### src/hdl/awrt_pkg.sv
// Shared types and constants for the acknowledgment-wait retransmit table.
// Used by every module of the block; depends on nothing else.
`default_nettype none

package awrt_pkg;

   localparam int STAMP_W   = 32;
   localparam int TAG_W     = 16;
   localparam int RETRY_W   = 3;
   localparam int LIMIT_W   = 3;
   localparam int AFTER_W   = 8;
   localparam int CSR_DW    = 32;
   localparam int CSR_AW    = 3;
   localparam int REQ_DW    = 80;
   localparam int RSP_DW    = 56;

   localparam logic [RETRY_W-1:0] RETRY_MAX = '1;

   localparam logic [LIMIT_W-1:0] RETRY_LIMIT_RESET  = 3'd2;
   localparam logic [AFTER_W-1:0] RESEND_AFTER_RESET = 8'd1;

   // Register index, taken from the word address.
   typedef enum logic {
      CSR_RETRY_LIMIT  = 1'b0,
      CSR_RESEND_AFTER = 1'b1
   } csr_index_type;

   typedef enum logic {
      REQ_INSERT = 1'b0,
      REQ_SCAN   = 1'b1
   } req_kind_type;

   typedef enum logic [2:0] {
      EV_ACCEPTED = 3'd0,
      EV_FULL     = 3'd1,
      EV_ARRIVED  = 3'd2,
      EV_LOST     = 3'd3,
      EV_RESEND   = 3'd4
   } event_kind_type;

   typedef enum logic [1:0] {
      ST_IDLE,
      ST_SCAN,
      ST_FLUSH
   } engine_state_type;

   typedef struct packed {
      req_kind_type       kind;
      logic [STAMP_W-1:0] stamp;
      logic [TAG_W-1:0]   tag;
      logic [STAMP_W-1:0] now_time;
   } cmd_type;

   typedef struct packed {
      logic [STAMP_W-1:0] stamp;
      logic [TAG_W-1:0]   tag;
      logic [RETRY_W-1:0] retries;
   } entry_type;

   typedef struct packed {
      event_kind_type     kind;
      logic [STAMP_W-1:0] stamp;
      logic [TAG_W-1:0]   tag;
      logic [RETRY_W-1:0] retries;
   } event_type;

   typedef struct packed {
      logic [LIMIT_W-1:0] retry_limit;
      logic [AFTER_W-1:0] resend_after;
   } csr_type;

endpackage

`default_nettype wire

### src/hdl/awrt_csr.sv
// Configuration registers of the retransmit table behind an APB-style port.
// Depends on awrt_pkg.
`default_nettype none

module awrt_csr (
   input  wire logic                         clock,
   input  wire logic                         reset,
   input  wire logic                         csr_psel,
   input  wire logic                         csr_penable,
   input  wire logic                         csr_pwrite,
   input  wire logic [awrt_pkg::CSR_AW-1:0]  csr_paddr,
   input  wire logic [awrt_pkg::CSR_DW-1:0]  csr_pwdata,
   output logic      [awrt_pkg::CSR_DW-1:0]  csr_prdata,
   output logic                              csr_pready,
   output awrt_pkg::csr_type                 cfg
);

   logic [awrt_pkg::LIMIT_W-1:0] retry_limit_ff, retry_limit_in;
   logic [awrt_pkg::AFTER_W-1:0] resend_after_ff, resend_after_in;
   awrt_pkg::csr_index_type      index;
   logic                         write_en;

   assign csr_pready = 1'b1;
   assign index      = awrt_pkg::csr_index_type'(csr_paddr[2]);
   assign write_en   = csr_psel && csr_penable && csr_pwrite && csr_pready;

   always_comb begin
      retry_limit_in  = retry_limit_ff;
      resend_after_in = resend_after_ff;
      if (write_en) begin
         unique case (index)
            awrt_pkg::CSR_RETRY_LIMIT:
               retry_limit_in = csr_pwdata[awrt_pkg::LIMIT_W-1:0];
            awrt_pkg::CSR_RESEND_AFTER:
               resend_after_in = csr_pwdata[awrt_pkg::AFTER_W-1:0];
            default: ;
         endcase
      end
   end

   always_comb begin
      csr_prdata = '0;
      unique case (index)
         awrt_pkg::CSR_RETRY_LIMIT:
            csr_prdata = awrt_pkg::CSR_DW'(retry_limit_ff);
         awrt_pkg::CSR_RESEND_AFTER:
            csr_prdata = awrt_pkg::CSR_DW'(resend_after_ff);
         default: ;
      endcase
   end

   always_ff @(posedge clock) begin
      if (reset) begin
         retry_limit_ff  <= awrt_pkg::RETRY_LIMIT_RESET;
         resend_after_ff <= awrt_pkg::RESEND_AFTER_RESET;
      end else begin
         retry_limit_ff  <= retry_limit_in;
         resend_after_ff <= resend_after_in;
      end
   end

   assign cfg.retry_limit  = retry_limit_ff;
   assign cfg.resend_after = resend_after_ff;

endmodule

`default_nettype wire

### src/hdl/awrt_cmd_queue.sv
// Front end: accepts request words, decodes them into commands and holds
// them in a two-entry queue for the table engine. Depends on awrt_pkg.
`default_nettype none

module awrt_cmd_queue (
   input  wire logic                        clock,
   input  wire logic                        reset,
   input  wire logic                        req_tvalid,
   output logic                             req_tready,
   input  wire logic [awrt_pkg::REQ_DW-1:0] req_tdata,
   input  wire logic                        req_tuser,
   output logic                             cmd_valid,
   output awrt_pkg::cmd_type                cmd,
   input  wire logic                        cmd_pop
);

   awrt_pkg::cmd_type slot_ff [2];
   awrt_pkg::cmd_type push_cmd;
   logic              wr_ptr_ff, wr_ptr_in;
   logic              rd_ptr_ff, rd_ptr_in;
   logic [1:0]        level_ff, level_in;
   logic              push;
   logic              pop;

   assign req_tready = (level_ff != 2'd2);
   assign push       = req_tvalid && req_tready;
   assign cmd_valid  = (level_ff != 2'd0);
   assign pop        = cmd_pop && cmd_valid;
   assign cmd        = slot_ff[rd_ptr_ff];

   always_comb begin
      push_cmd.kind     = awrt_pkg::req_kind_type'(req_tuser);
      push_cmd.stamp    = req_tdata[31:0];
      push_cmd.tag      = req_tdata[47:32];
      push_cmd.now_time = req_tdata[79:48];
   end

   always_comb begin
      wr_ptr_in = push ? ~wr_ptr_ff : wr_ptr_ff;
      rd_ptr_in = pop ? ~rd_ptr_ff : rd_ptr_ff;
      level_in  = level_ff;
      if (push && !pop) begin
         level_in = level_ff + 2'd1;
      end else if (pop && !push) begin
         level_in = level_ff - 2'd1;
      end
   end

   always_ff @(posedge clock) begin
      if (reset) begin
         wr_ptr_ff <= 1'b0;
         rd_ptr_ff <= 1'b0;
         level_ff  <= 2'd0;
      end else begin
         wr_ptr_ff <= wr_ptr_in;
         rd_ptr_ff <= rd_ptr_in;
         level_ff  <= level_in;
      end
   end

   always_ff @(posedge clock) begin
      if (push) begin
         slot_ff[wr_ptr_ff] <= push_cmd;
      end
   end

endmodule

`default_nettype wire

### src/hdl/awrt_engine.sv
// Back end: the ordered entry table, the scan sequencer and the result
// register. Entries circulate through a shift line whose head is examined.
// Depends on awrt_pkg.
`default_nettype none

module awrt_engine #(
   parameter int TABLE_DEPTH = 16
) (
   input  wire logic                         clock,
   input  wire logic                         reset,
   input  awrt_pkg::csr_type                 cfg,
   input  wire logic                         cmd_valid,
   input  awrt_pkg::cmd_type                 cmd,
   output logic                              cmd_pop,
   output logic                              rsp_tvalid,
   input  wire logic                         rsp_tready,
   output logic      [awrt_pkg::RSP_DW-1:0]  rsp_tdata,
   output logic      [2:0]                   rsp_tuser,
   output logic                              rsp_tlast
);

   localparam int CNT_W = $clog2(TABLE_DEPTH + 1);
   localparam logic [CNT_W-1:0] FULL_COUNT = CNT_W'(TABLE_DEPTH);

   typedef enum logic [1:0] {
      OP_NONE,
      OP_INSERT,
      OP_ROTATE,
      OP_REMOVE
   } table_op_type;

   awrt_pkg::entry_type ent_ff [TABLE_DEPTH];
   awrt_pkg::entry_type ent_in [TABLE_DEPTH];
   awrt_pkg::entry_type head;
   awrt_pkg::entry_type head_upd;
   awrt_pkg::entry_type new_ent;

   awrt_pkg::engine_state_type state_ff, state_in;
   logic [CNT_W-1:0]   count_ff, count_in;
   logic [CNT_W-1:0]   rem_ff, rem_in;
   logic               stopped_ff, stopped_in;
   logic [awrt_pkg::STAMP_W-1:0] scan_stamp_ff, scan_stamp_in;
   logic [awrt_pkg::STAMP_W-1:0] scan_now_ff, scan_now_in;
   awrt_pkg::event_type held_ff, held_in;
   logic                held_valid_ff, held_valid_in;
   awrt_pkg::event_type out_ff, out_in;
   logic                out_last_ff, out_last_in;
   logic                out_valid_ff, out_valid_in;

   table_op_type        op;
   logic                out_free;
   logic                out_push;
   awrt_pkg::event_type push_evt;
   logic                push_last;
   logic                hit_match, hit_lost, hit_resend, hit_any;
   logic [33:0]         age;
   logic [awrt_pkg::RETRY_W-1:0] bumped;
   awrt_pkg::event_type scan_evt;
   logic [CNT_W-1:0]    last_pos;

   assign head     = ent_ff[0];
   assign out_free = !out_valid_ff || rsp_tready;
   assign last_pos = count_ff - CNT_W'(1);

   // Age is a true signed difference: a stamp ahead of now_time is never due.
   assign age        = {2'b00, scan_now_ff} - {2'b00, head.stamp};
   assign hit_match  = (head.stamp == scan_stamp_ff);
   assign hit_lost   = (head.retries > cfg.retry_limit);
   assign hit_resend = ($signed(age) > $signed({26'd0, cfg.resend_after}));
   assign hit_any    = hit_match || hit_lost || hit_resend;
   assign bumped     = (head.retries == awrt_pkg::RETRY_MAX) ? head.retries
                                                             : head.retries + 3'd1;

   // Once the scan has stopped, entries pass through without any change.
   always_comb begin
      head_upd = head;
      if (!stopped_ff && !hit_match && !hit_lost && hit_resend) begin
         head_upd.retries = bumped;
      end
   end

   always_comb begin
      scan_evt.stamp   = head.stamp;
      scan_evt.tag     = head.tag;
      scan_evt.retries = head.retries;
      if (hit_match) begin
         scan_evt.kind = awrt_pkg::EV_ARRIVED;
      end else if (hit_lost) begin
         scan_evt.kind = awrt_pkg::EV_LOST;
      end else begin
         scan_evt.kind    = awrt_pkg::EV_RESEND;
         scan_evt.retries = bumped;
      end
   end

   always_comb begin
      new_ent.stamp   = cmd.stamp;
      new_ent.tag     = cmd.tag;
      new_ent.retries = '0;
   end

   always_comb begin
      state_in      = state_ff;
      count_in      = count_ff;
      rem_in        = rem_ff;
      stopped_in    = stopped_ff;
      scan_stamp_in = scan_stamp_ff;
      scan_now_in   = scan_now_ff;
      held_in       = held_ff;
      held_valid_in = held_valid_ff;
      op            = OP_NONE;
      cmd_pop       = 1'b0;
      out_push      = 1'b0;
      push_evt      = held_ff;
      push_last     = 1'b0;

      unique case (state_ff)
         awrt_pkg::ST_IDLE: begin
            if (cmd_valid) begin
               if (cmd.kind == awrt_pkg::REQ_SCAN) begin
                  cmd_pop       = 1'b1;
                  scan_stamp_in = cmd.stamp;
                  scan_now_in   = cmd.now_time;
                  rem_in        = count_ff;
                  stopped_in    = 1'b0;
                  state_in      = awrt_pkg::ST_SCAN;
               end else if (out_free) begin
                  cmd_pop        = 1'b1;
                  out_push       = 1'b1;
                  push_last      = 1'b1;
                  push_evt.stamp   = cmd.stamp;
                  push_evt.tag     = cmd.tag;
                  push_evt.retries = '0;
                  if (count_ff == FULL_COUNT) begin
                     push_evt.kind = awrt_pkg::EV_FULL;
                  end else begin
                     push_evt.kind = awrt_pkg::EV_ACCEPTED;
                     op            = OP_INSERT;
                     count_in      = count_ff + CNT_W'(1);
                  end
               end
            end
         end
         awrt_pkg::ST_SCAN: begin
            if (rem_ff == '0) begin
               state_in = held_valid_ff ? awrt_pkg::ST_FLUSH : awrt_pkg::ST_IDLE;
            end else if (stopped_ff || !hit_any) begin
               // Entries past the acknowledged one, and entries with nothing to report, only move back into order.
               op     = OP_ROTATE;
               rem_in = rem_ff - CNT_W'(1);
            end else if (!held_valid_ff || out_free) begin
               // The previous event goes out once it is known not to be the last.
               out_push      = held_valid_ff;
               held_in       = scan_evt;
               held_valid_in = 1'b1;
               rem_in        = rem_ff - CNT_W'(1);
               if (hit_match || hit_lost) begin
                  op       = OP_REMOVE;
                  count_in = count_ff - CNT_W'(1);
                  stopped_in = hit_match;
               end else begin
                  op = OP_ROTATE;
               end
            end
         end
         awrt_pkg::ST_FLUSH: begin
            if (out_free) begin
               out_push      = 1'b1;
               push_last     = 1'b1;
               held_valid_in = 1'b0;
               state_in      = awrt_pkg::ST_IDLE;
            end
         end
         default: state_in = awrt_pkg::ST_IDLE;
      endcase
   end

   // Each position picks its next value from itself, its successor, the head or the new entry.
   always_comb begin
      int src;
      for (int k = 0; k < TABLE_DEPTH; k++) begin
         src       = (k + 1 < TABLE_DEPTH) ? k + 1 : k;
         ent_in[k] = ent_ff[k];
         case (op)
            OP_INSERT: begin
               if (CNT_W'(k) == count_ff) begin
                  ent_in[k] = new_ent;
               end
            end
            OP_ROTATE: begin
               if (CNT_W'(k) == last_pos) begin
                  ent_in[k] = head_upd;
               end else if (CNT_W'(k) < last_pos) begin
                  ent_in[k] = ent_ff[src];
               end
            end
            OP_REMOVE: begin
               if (CNT_W'(k) < last_pos) begin
                  ent_in[k] = ent_ff[src];
               end
            end
            default: ;
         endcase
      end
   end

   always_comb begin
      out_in       = out_ff;
      out_last_in  = out_last_ff;
      out_valid_in = out_valid_ff;
      if (out_push) begin
         out_in       = push_evt;
         out_last_in  = push_last;
         out_valid_in = 1'b1;
      end else if (rsp_tready) begin
         out_valid_in = 1'b0;
      end
   end

   always_ff @(posedge clock) begin
      if (reset) begin
         state_ff      <= awrt_pkg::ST_IDLE;
         count_ff      <= '0;
         rem_ff        <= '0;
         stopped_ff    <= 1'b0;
         held_valid_ff <= 1'b0;
         out_valid_ff  <= 1'b0;
      end else begin
         state_ff      <= state_in;
         count_ff      <= count_in;
         rem_ff        <= rem_in;
         stopped_ff    <= stopped_in;
         held_valid_ff <= held_valid_in;
         out_valid_ff  <= out_valid_in;
      end
   end

   always_ff @(posedge clock) begin
      scan_stamp_ff <= scan_stamp_in;
      scan_now_ff   <= scan_now_in;
      held_ff       <= held_in;
      out_ff        <= out_in;
      out_last_ff   <= out_last_in;
      for (int k = 0; k < TABLE_DEPTH; k++) begin
         ent_ff[k] <= ent_in[k];
      end
   end

   assign rsp_tvalid = out_valid_ff;
   assign rsp_tdata  = {5'd0, out_ff.retries, out_ff.tag, out_ff.stamp};
   assign rsp_tuser  = out_ff.kind;
   assign rsp_tlast  = out_last_ff;

endmodule

`default_nettype wire

### src/hdl/ack_wait_retransmit_table.sv
// A table of sent messages that await acknowledgment. An insert word is handled
// by the table engine and gives one result. An acknowledgment scan walks the
// stored entries oldest first, one entry a cycle through the head of a
// circulating shift line, while the result side does not stall it. A two-word
// command queue in front lets requests be accepted while a scan runs. Results
// carry event_kind in tuser and mark the final result of a request with tlast;
// a scan that finds nothing gives no result.
// Depends on awrt_pkg, awrt_csr, awrt_cmd_queue and awrt_engine.
`default_nettype none

module ack_wait_retransmit_table #(
   parameter int TABLE_DEPTH = 16
) (
   input  wire logic                         clock,
   input  wire logic                         reset,
   // req_tdata: stamp[31:0], payload_tag[47:32], now_time[79:48]
   input  wire logic                         req_tvalid,
   output logic                              req_tready,
   input  wire logic [awrt_pkg::REQ_DW-1:0]  req_tdata,
   // req_tuser: req_type[0]
   input  wire logic                         req_tuser,
   // rsp_tdata: event_stamp[31:0], event_tag[47:32], event_retries[50:48]
   output logic                              rsp_tvalid,
   input  wire logic                         rsp_tready,
   output logic      [awrt_pkg::RSP_DW-1:0]  rsp_tdata,
   // rsp_tuser: event_kind[2:0]
   output logic      [2:0]                   rsp_tuser,
   output logic                              rsp_tlast,
   input  wire logic                         csr_psel,
   input  wire logic                         csr_penable,
   input  wire logic                         csr_pwrite,
   input  wire logic [awrt_pkg::CSR_AW-1:0]  csr_paddr,
   input  wire logic [awrt_pkg::CSR_DW-1:0]  csr_pwdata,
   output logic      [awrt_pkg::CSR_DW-1:0]  csr_prdata,
   output logic                              csr_pready
);

   awrt_pkg::csr_type cfg;
   awrt_pkg::cmd_type cmd;
   logic              cmd_valid;
   logic              cmd_pop;

   awrt_csr u_csr (
      .clock       (clock),
      .reset       (reset),
      .csr_psel    (csr_psel),
      .csr_penable (csr_penable),
      .csr_pwrite  (csr_pwrite),
      .csr_paddr   (csr_paddr),
      .csr_pwdata  (csr_pwdata),
      .csr_prdata  (csr_prdata),
      .csr_pready  (csr_pready),
      .cfg         (cfg)
   );

   awrt_cmd_queue u_cmd_queue (
      .clock      (clock),
      .reset      (reset),
      .req_tvalid (req_tvalid),
      .req_tready (req_tready),
      .req_tdata  (req_tdata),
      .req_tuser  (req_tuser),
      .cmd_valid  (cmd_valid),
      .cmd        (cmd),
      .cmd_pop    (cmd_pop)
   );

   awrt_engine #(
      .TABLE_DEPTH (TABLE_DEPTH)
   ) u_engine (
      .clock      (clock),
      .reset      (reset),
      .cfg        (cfg),
      .cmd_valid  (cmd_valid),
      .cmd        (cmd),
      .cmd_pop    (cmd_pop),
      .rsp_tvalid (rsp_tvalid),
      .rsp_tready (rsp_tready),
      .rsp_tdata  (rsp_tdata),
      .rsp_tuser  (rsp_tuser),
      .rsp_tlast  (rsp_tlast)
   );

endmodule

`default_nettype wire
### config.mk
export PLATFORM = sky130hd
export DESIGN_NAME = ack_wait_retransmit_table
export DESIGN_NICKNAME = d
export VERILOG_FILES = /design/src/hdl/awrt_pkg.sv /design/src/hdl/awrt_csr.sv /design/src/hdl/awrt_cmd_queue.sv /design/src/hdl/awrt_engine.sv /design/src/hdl/ack_wait_retransmit_table.sv
export SDC_FILE = /design/constraint.sdc
export NUM_CORES = 2
export LEC_CHECK = 0
export ABC_AREA = 1
export BUFFER_PORTS_ARGS = -buffer_cell sky130_fd_sc_hd__buf_2
export CELL_PAD_IN_SITES_DETAIL_PLACEMENT = 1
export CELL_PAD_IN_SITES_GLOBAL_PLACEMENT = 1
export CORE_MARGIN = 8
export CORE_UTILIZATION = 25
export DETAILED_ROUTE_END_ITERATION = 12
export GPL_TIMING_DRIVEN = 0
export PLACE_DENSITY = 0.54
export SETUP_SLACK_MARGIN = 0.1
export SLEW_MARGIN = 20
export SYNTH_ARGS = -nofsm -noshare
export SYNTH_HDL_FRONTEND = slang
export SYNTH_SLANG_ARGS = --single-unit
### constraint.sdc
create_clock -name clock -period 12.6 [get_ports clock]
set_input_delay 1.26 -clock clock [delete_from_list [all_inputs] [get_ports clock]]
set_output_delay 1.26 -clock clock [all_outputs]
set_load 0.02 [all_outputs]
==> key figures <==
Final layout
  – FILL cells: 26612
  – Nets: 6186
  – Share of cells above drive strength 1: 11.28%
  – Final Cell Area: 70940 um2
  – Area delta synth->final: 18.98%

STA
  – Final WS setup: 2.891 ns
  – Worst Max-Slew Pin Slew: 1.331 ns
  – Relative slew slack: 11.28%
  – Fmax: 0.1030 GHz
  – Final setup fails: 0
  – Final min period: 9.709 ns
  – Clock skew: 0.03747 ns
  – Fin. Hold Viols: 0
  – Slew Viols, Final: 0
  – Unrepaired setup endpoints after global routing: false
  – Final worst-path cycle share: 77.06%

Floorplanning
  – Starting density of the core: 25.09%
  – Core area: 237600 um2
  – Placement Rows: 179
  – Die area: 254400 um2
  – I/O Pins: 218
  – DIE WIDTH: 504.3 um
  – Die Y: 504.3 um

Logic synthesis
  – Post-synth top area share: 57.97%
  – Compound-Gate Fraction of Synth Area: 17.45%
  – Yosys reg bits: 1182
  – Mapped Cells: 5595
  – Largest family of logic cells by synthesized area: compound AO/OA/AOI/OAI gates
  – Seq/Total Area, Yosys: 59.01%
  – Post-Syn Area per Cell: 10.66 um2
  – Synth top area cells: edfxtp_1 58%, o221ai_1 8.3%, nand2_1 6.2%
  – Synth Area in XOR/XNOR: 0.6296%
  – Synth cell types: 47
  – Synth Area in Simple Gates: 10.08%
  – Multiplexer share of the synthesized area: 4.970%
  – Synth warn: 0
  – Synth Area in Adders: 1.314%
  – Cell taking the most area after synthesis: edfxtp_1
  – Synthesized cell area: 59620 um2

Clock tree
  – Post-CTS Setup Inserts: 0
  – H-Tree Depth: 4
  – Clock Path Buffers: 3
  – Inserted Clock Buffers: 146
  – TritonCTS clock tree: done
  – CTS Hold Buffers Added: 0
  – Clock Sinks: 1182
  – CTS-repair resized insts: 0
  – Root Buffer: clkbuf_16
  – Clock latency at the later pin of the worst-skew pair: 0.82 ns
  – Worst-path clk slew: 0.06 ns

Critical path
  – Worst path required time: 13.23 ns
  – CP top delay family: buffers and inverters
  – Crit-path max FO: 10
  – CP peak stage delay: 0.98 ns
  – WS Path Type: reg2reg
  – WP buf/inv: 7
  – CP arrival: 10.34 ns
  – CP max stage cell: clkbuf_1
  – Flop2flop setup slack: 2.89 ns
  – Worst setup SP type: register
  – Critical Path Sink Type: register

Global routing
  – First-pass GRT wire length: 400000 um
  – Vias in the first global route: 50421
  – Gr ovfl total: 0
  – Largest net degree at the start of global routing: 39
  – Total Routing Usage GR: 21.78%
  – Initial antenna violation count: 24

Drt
  – DRC: 0
  – Initial DRC Count: 6441
  – Total number of vias: 50172
  – Routed vias/inst: 5.405
  – Remaining antenna violation count after routing: 0
  – Drt first pass iters: 6
  – Final wirelength: 290400 um
  – Drt wl/cell: 31.28 um

Placement
  – Setup slack at placement: 3.132 ns
  – Input/output buffers: 160
  – HPWL after DPL: 217900 um
  – Area after DPL: 66500 um2
  – Routability Congestion: 0.9475

Run status
  – Outcome: finished, final reports clean

Worst hold path
  – Worst Hold Class: reg2reg

Flow run
  – Max_cap viols: 0
-- layout by cell type (no fill, tap or decap), drive strengths merged, types with 23 or more instances in the layout --
master / synthesis / routed
clkbuf: 343 / 530
nand3: 67 / 67
a21oi: 148 / 148
nor2: 325 / 325
o21ai: 633 / 633
buf: 119 / 349
ha: 61 / 61
conb: 2 / 30
o211ai: 156 / 156
xnor2: 23 / 23
mux2i: 296 / 296
dfxtp: 31 / 31
o221ai: 576 / 576
clkinv: 5 / 64
edfxtp: 1151 / 1151
inv: 513 / 518
nand2: 994 / 994
or2: 67 / 67
-- state kept, by name (all words and copies together), names as in the netlist, 3 cells and up, named ones only --
register and count:
u_engine.rsp_tuser 3, u_engine.rem_ff 5, u_csr.resend_after_ff 8, u_engine.scan_stamp_ff 32, u_cmd_queue.slot_ff 162, u_engine.scan_now_ff 32, u_engine.held_ff 54, u_csr.retry_limit_ff 3
u_engine.count_ff 5, u_engine.rsp_tdata 51, u_engine.ent_ff 816
-- layout make-up --
type	count	area, um2	area share (%)
antenna	6	15.01	0.02117
clock buffer	187	3892	5.487
inverter	518	1954	2.755
multi-input combinational	3461	20890	29.45
sequential	1182	35180	49.60
timing repair buffer	230	2515	3.545
tap	3167	3963	5.586
clock inverter	70	518.0	0.7302
buffer	462	2007	2.829
-- layer usage --
layer | wire [um] | vias to the layer above | part of all wire (%) | GRT usage (%)
li1 | - | 21392 | - | -
met4 | 12980 | 6 | 4.5 | 8.919
met5 | 34 | - | 0.012 | 0
met2 | 124600 | 2427 | 43 | 32.88
met3 | 26100 | 445 | 9.0 | 4.669
met1 | 126600 | 25902 | 44 | 30.27
-- logic make-up (layout without fill, tap and decap cells) --
family / Yosys count / count (layout)
buffers and inverters: 980 / 1467
AOI/OAI and AO/OA: 1540 / 1540
and+or+nand+nor: 1491 / 1491
DFF: 1182 / 1182
adders and majority gates: 62 / 62
muxes: 296 / 296
xor gates and xnor gates: 42 / 42
other: 2 / 36
-- final timing paths --
check	start	end	cells after the start
max	u_engine.ent_ff[0][19]	u_engine.ent_ff[8][46]	29
min	u_cmd_queue.rd_ptr_ff	u_cmd_queue.rd_ptr_ff	1
max reg2reg	u_engine.ent_ff[0][19]	u_engine.ent_ff[8][46]	29
min reg2reg	u_cmd_queue.rd_ptr_ff	u_cmd_queue.rd_ptr_ff	1
-- Yosys cell counts, drive strengths merged --
cell type	count
buf	119
nor3b	1
xnor2	23
a21oi	148
edfxtp	1151
o32ai	1
inv	513
dfxtp	31
o221ai	576
ha	61
a31o	1
nand3	67
mux2i	296
nor2	325
nand2	994
fa	1
nor3	8
nand3b	5
conb	2
o21bai	3
o21ai	633
a211oi	1
xor2	19
clkbuf	343
clkinv	5
nand4	18
o21a	1
nor4	5
o31ai	20
or2	67
and2	1
o211ai	156
-- per-stage QoR --
step | hold slack [ns] | util, % | setup TNS [ns] | std cells
after floorplan | 0.4253 | - | 0 | 5623
after global placement | 0.4315 | 27.14 | -36.43 | 8950
after detailed placement | 0.4625 | 27.99 | 0 | 9020
after CTS | 0.4680 | 29.84 | 0 | 9277
after global routing | 0.4917 | 29.85 | 0 | 9278
final | 0.4707 | 29.85 | 0 | 9283
Power is left out: the tool's default activity adds up to more than one toggle a clock period on the data nets, which glitch-free logic cannot reach.
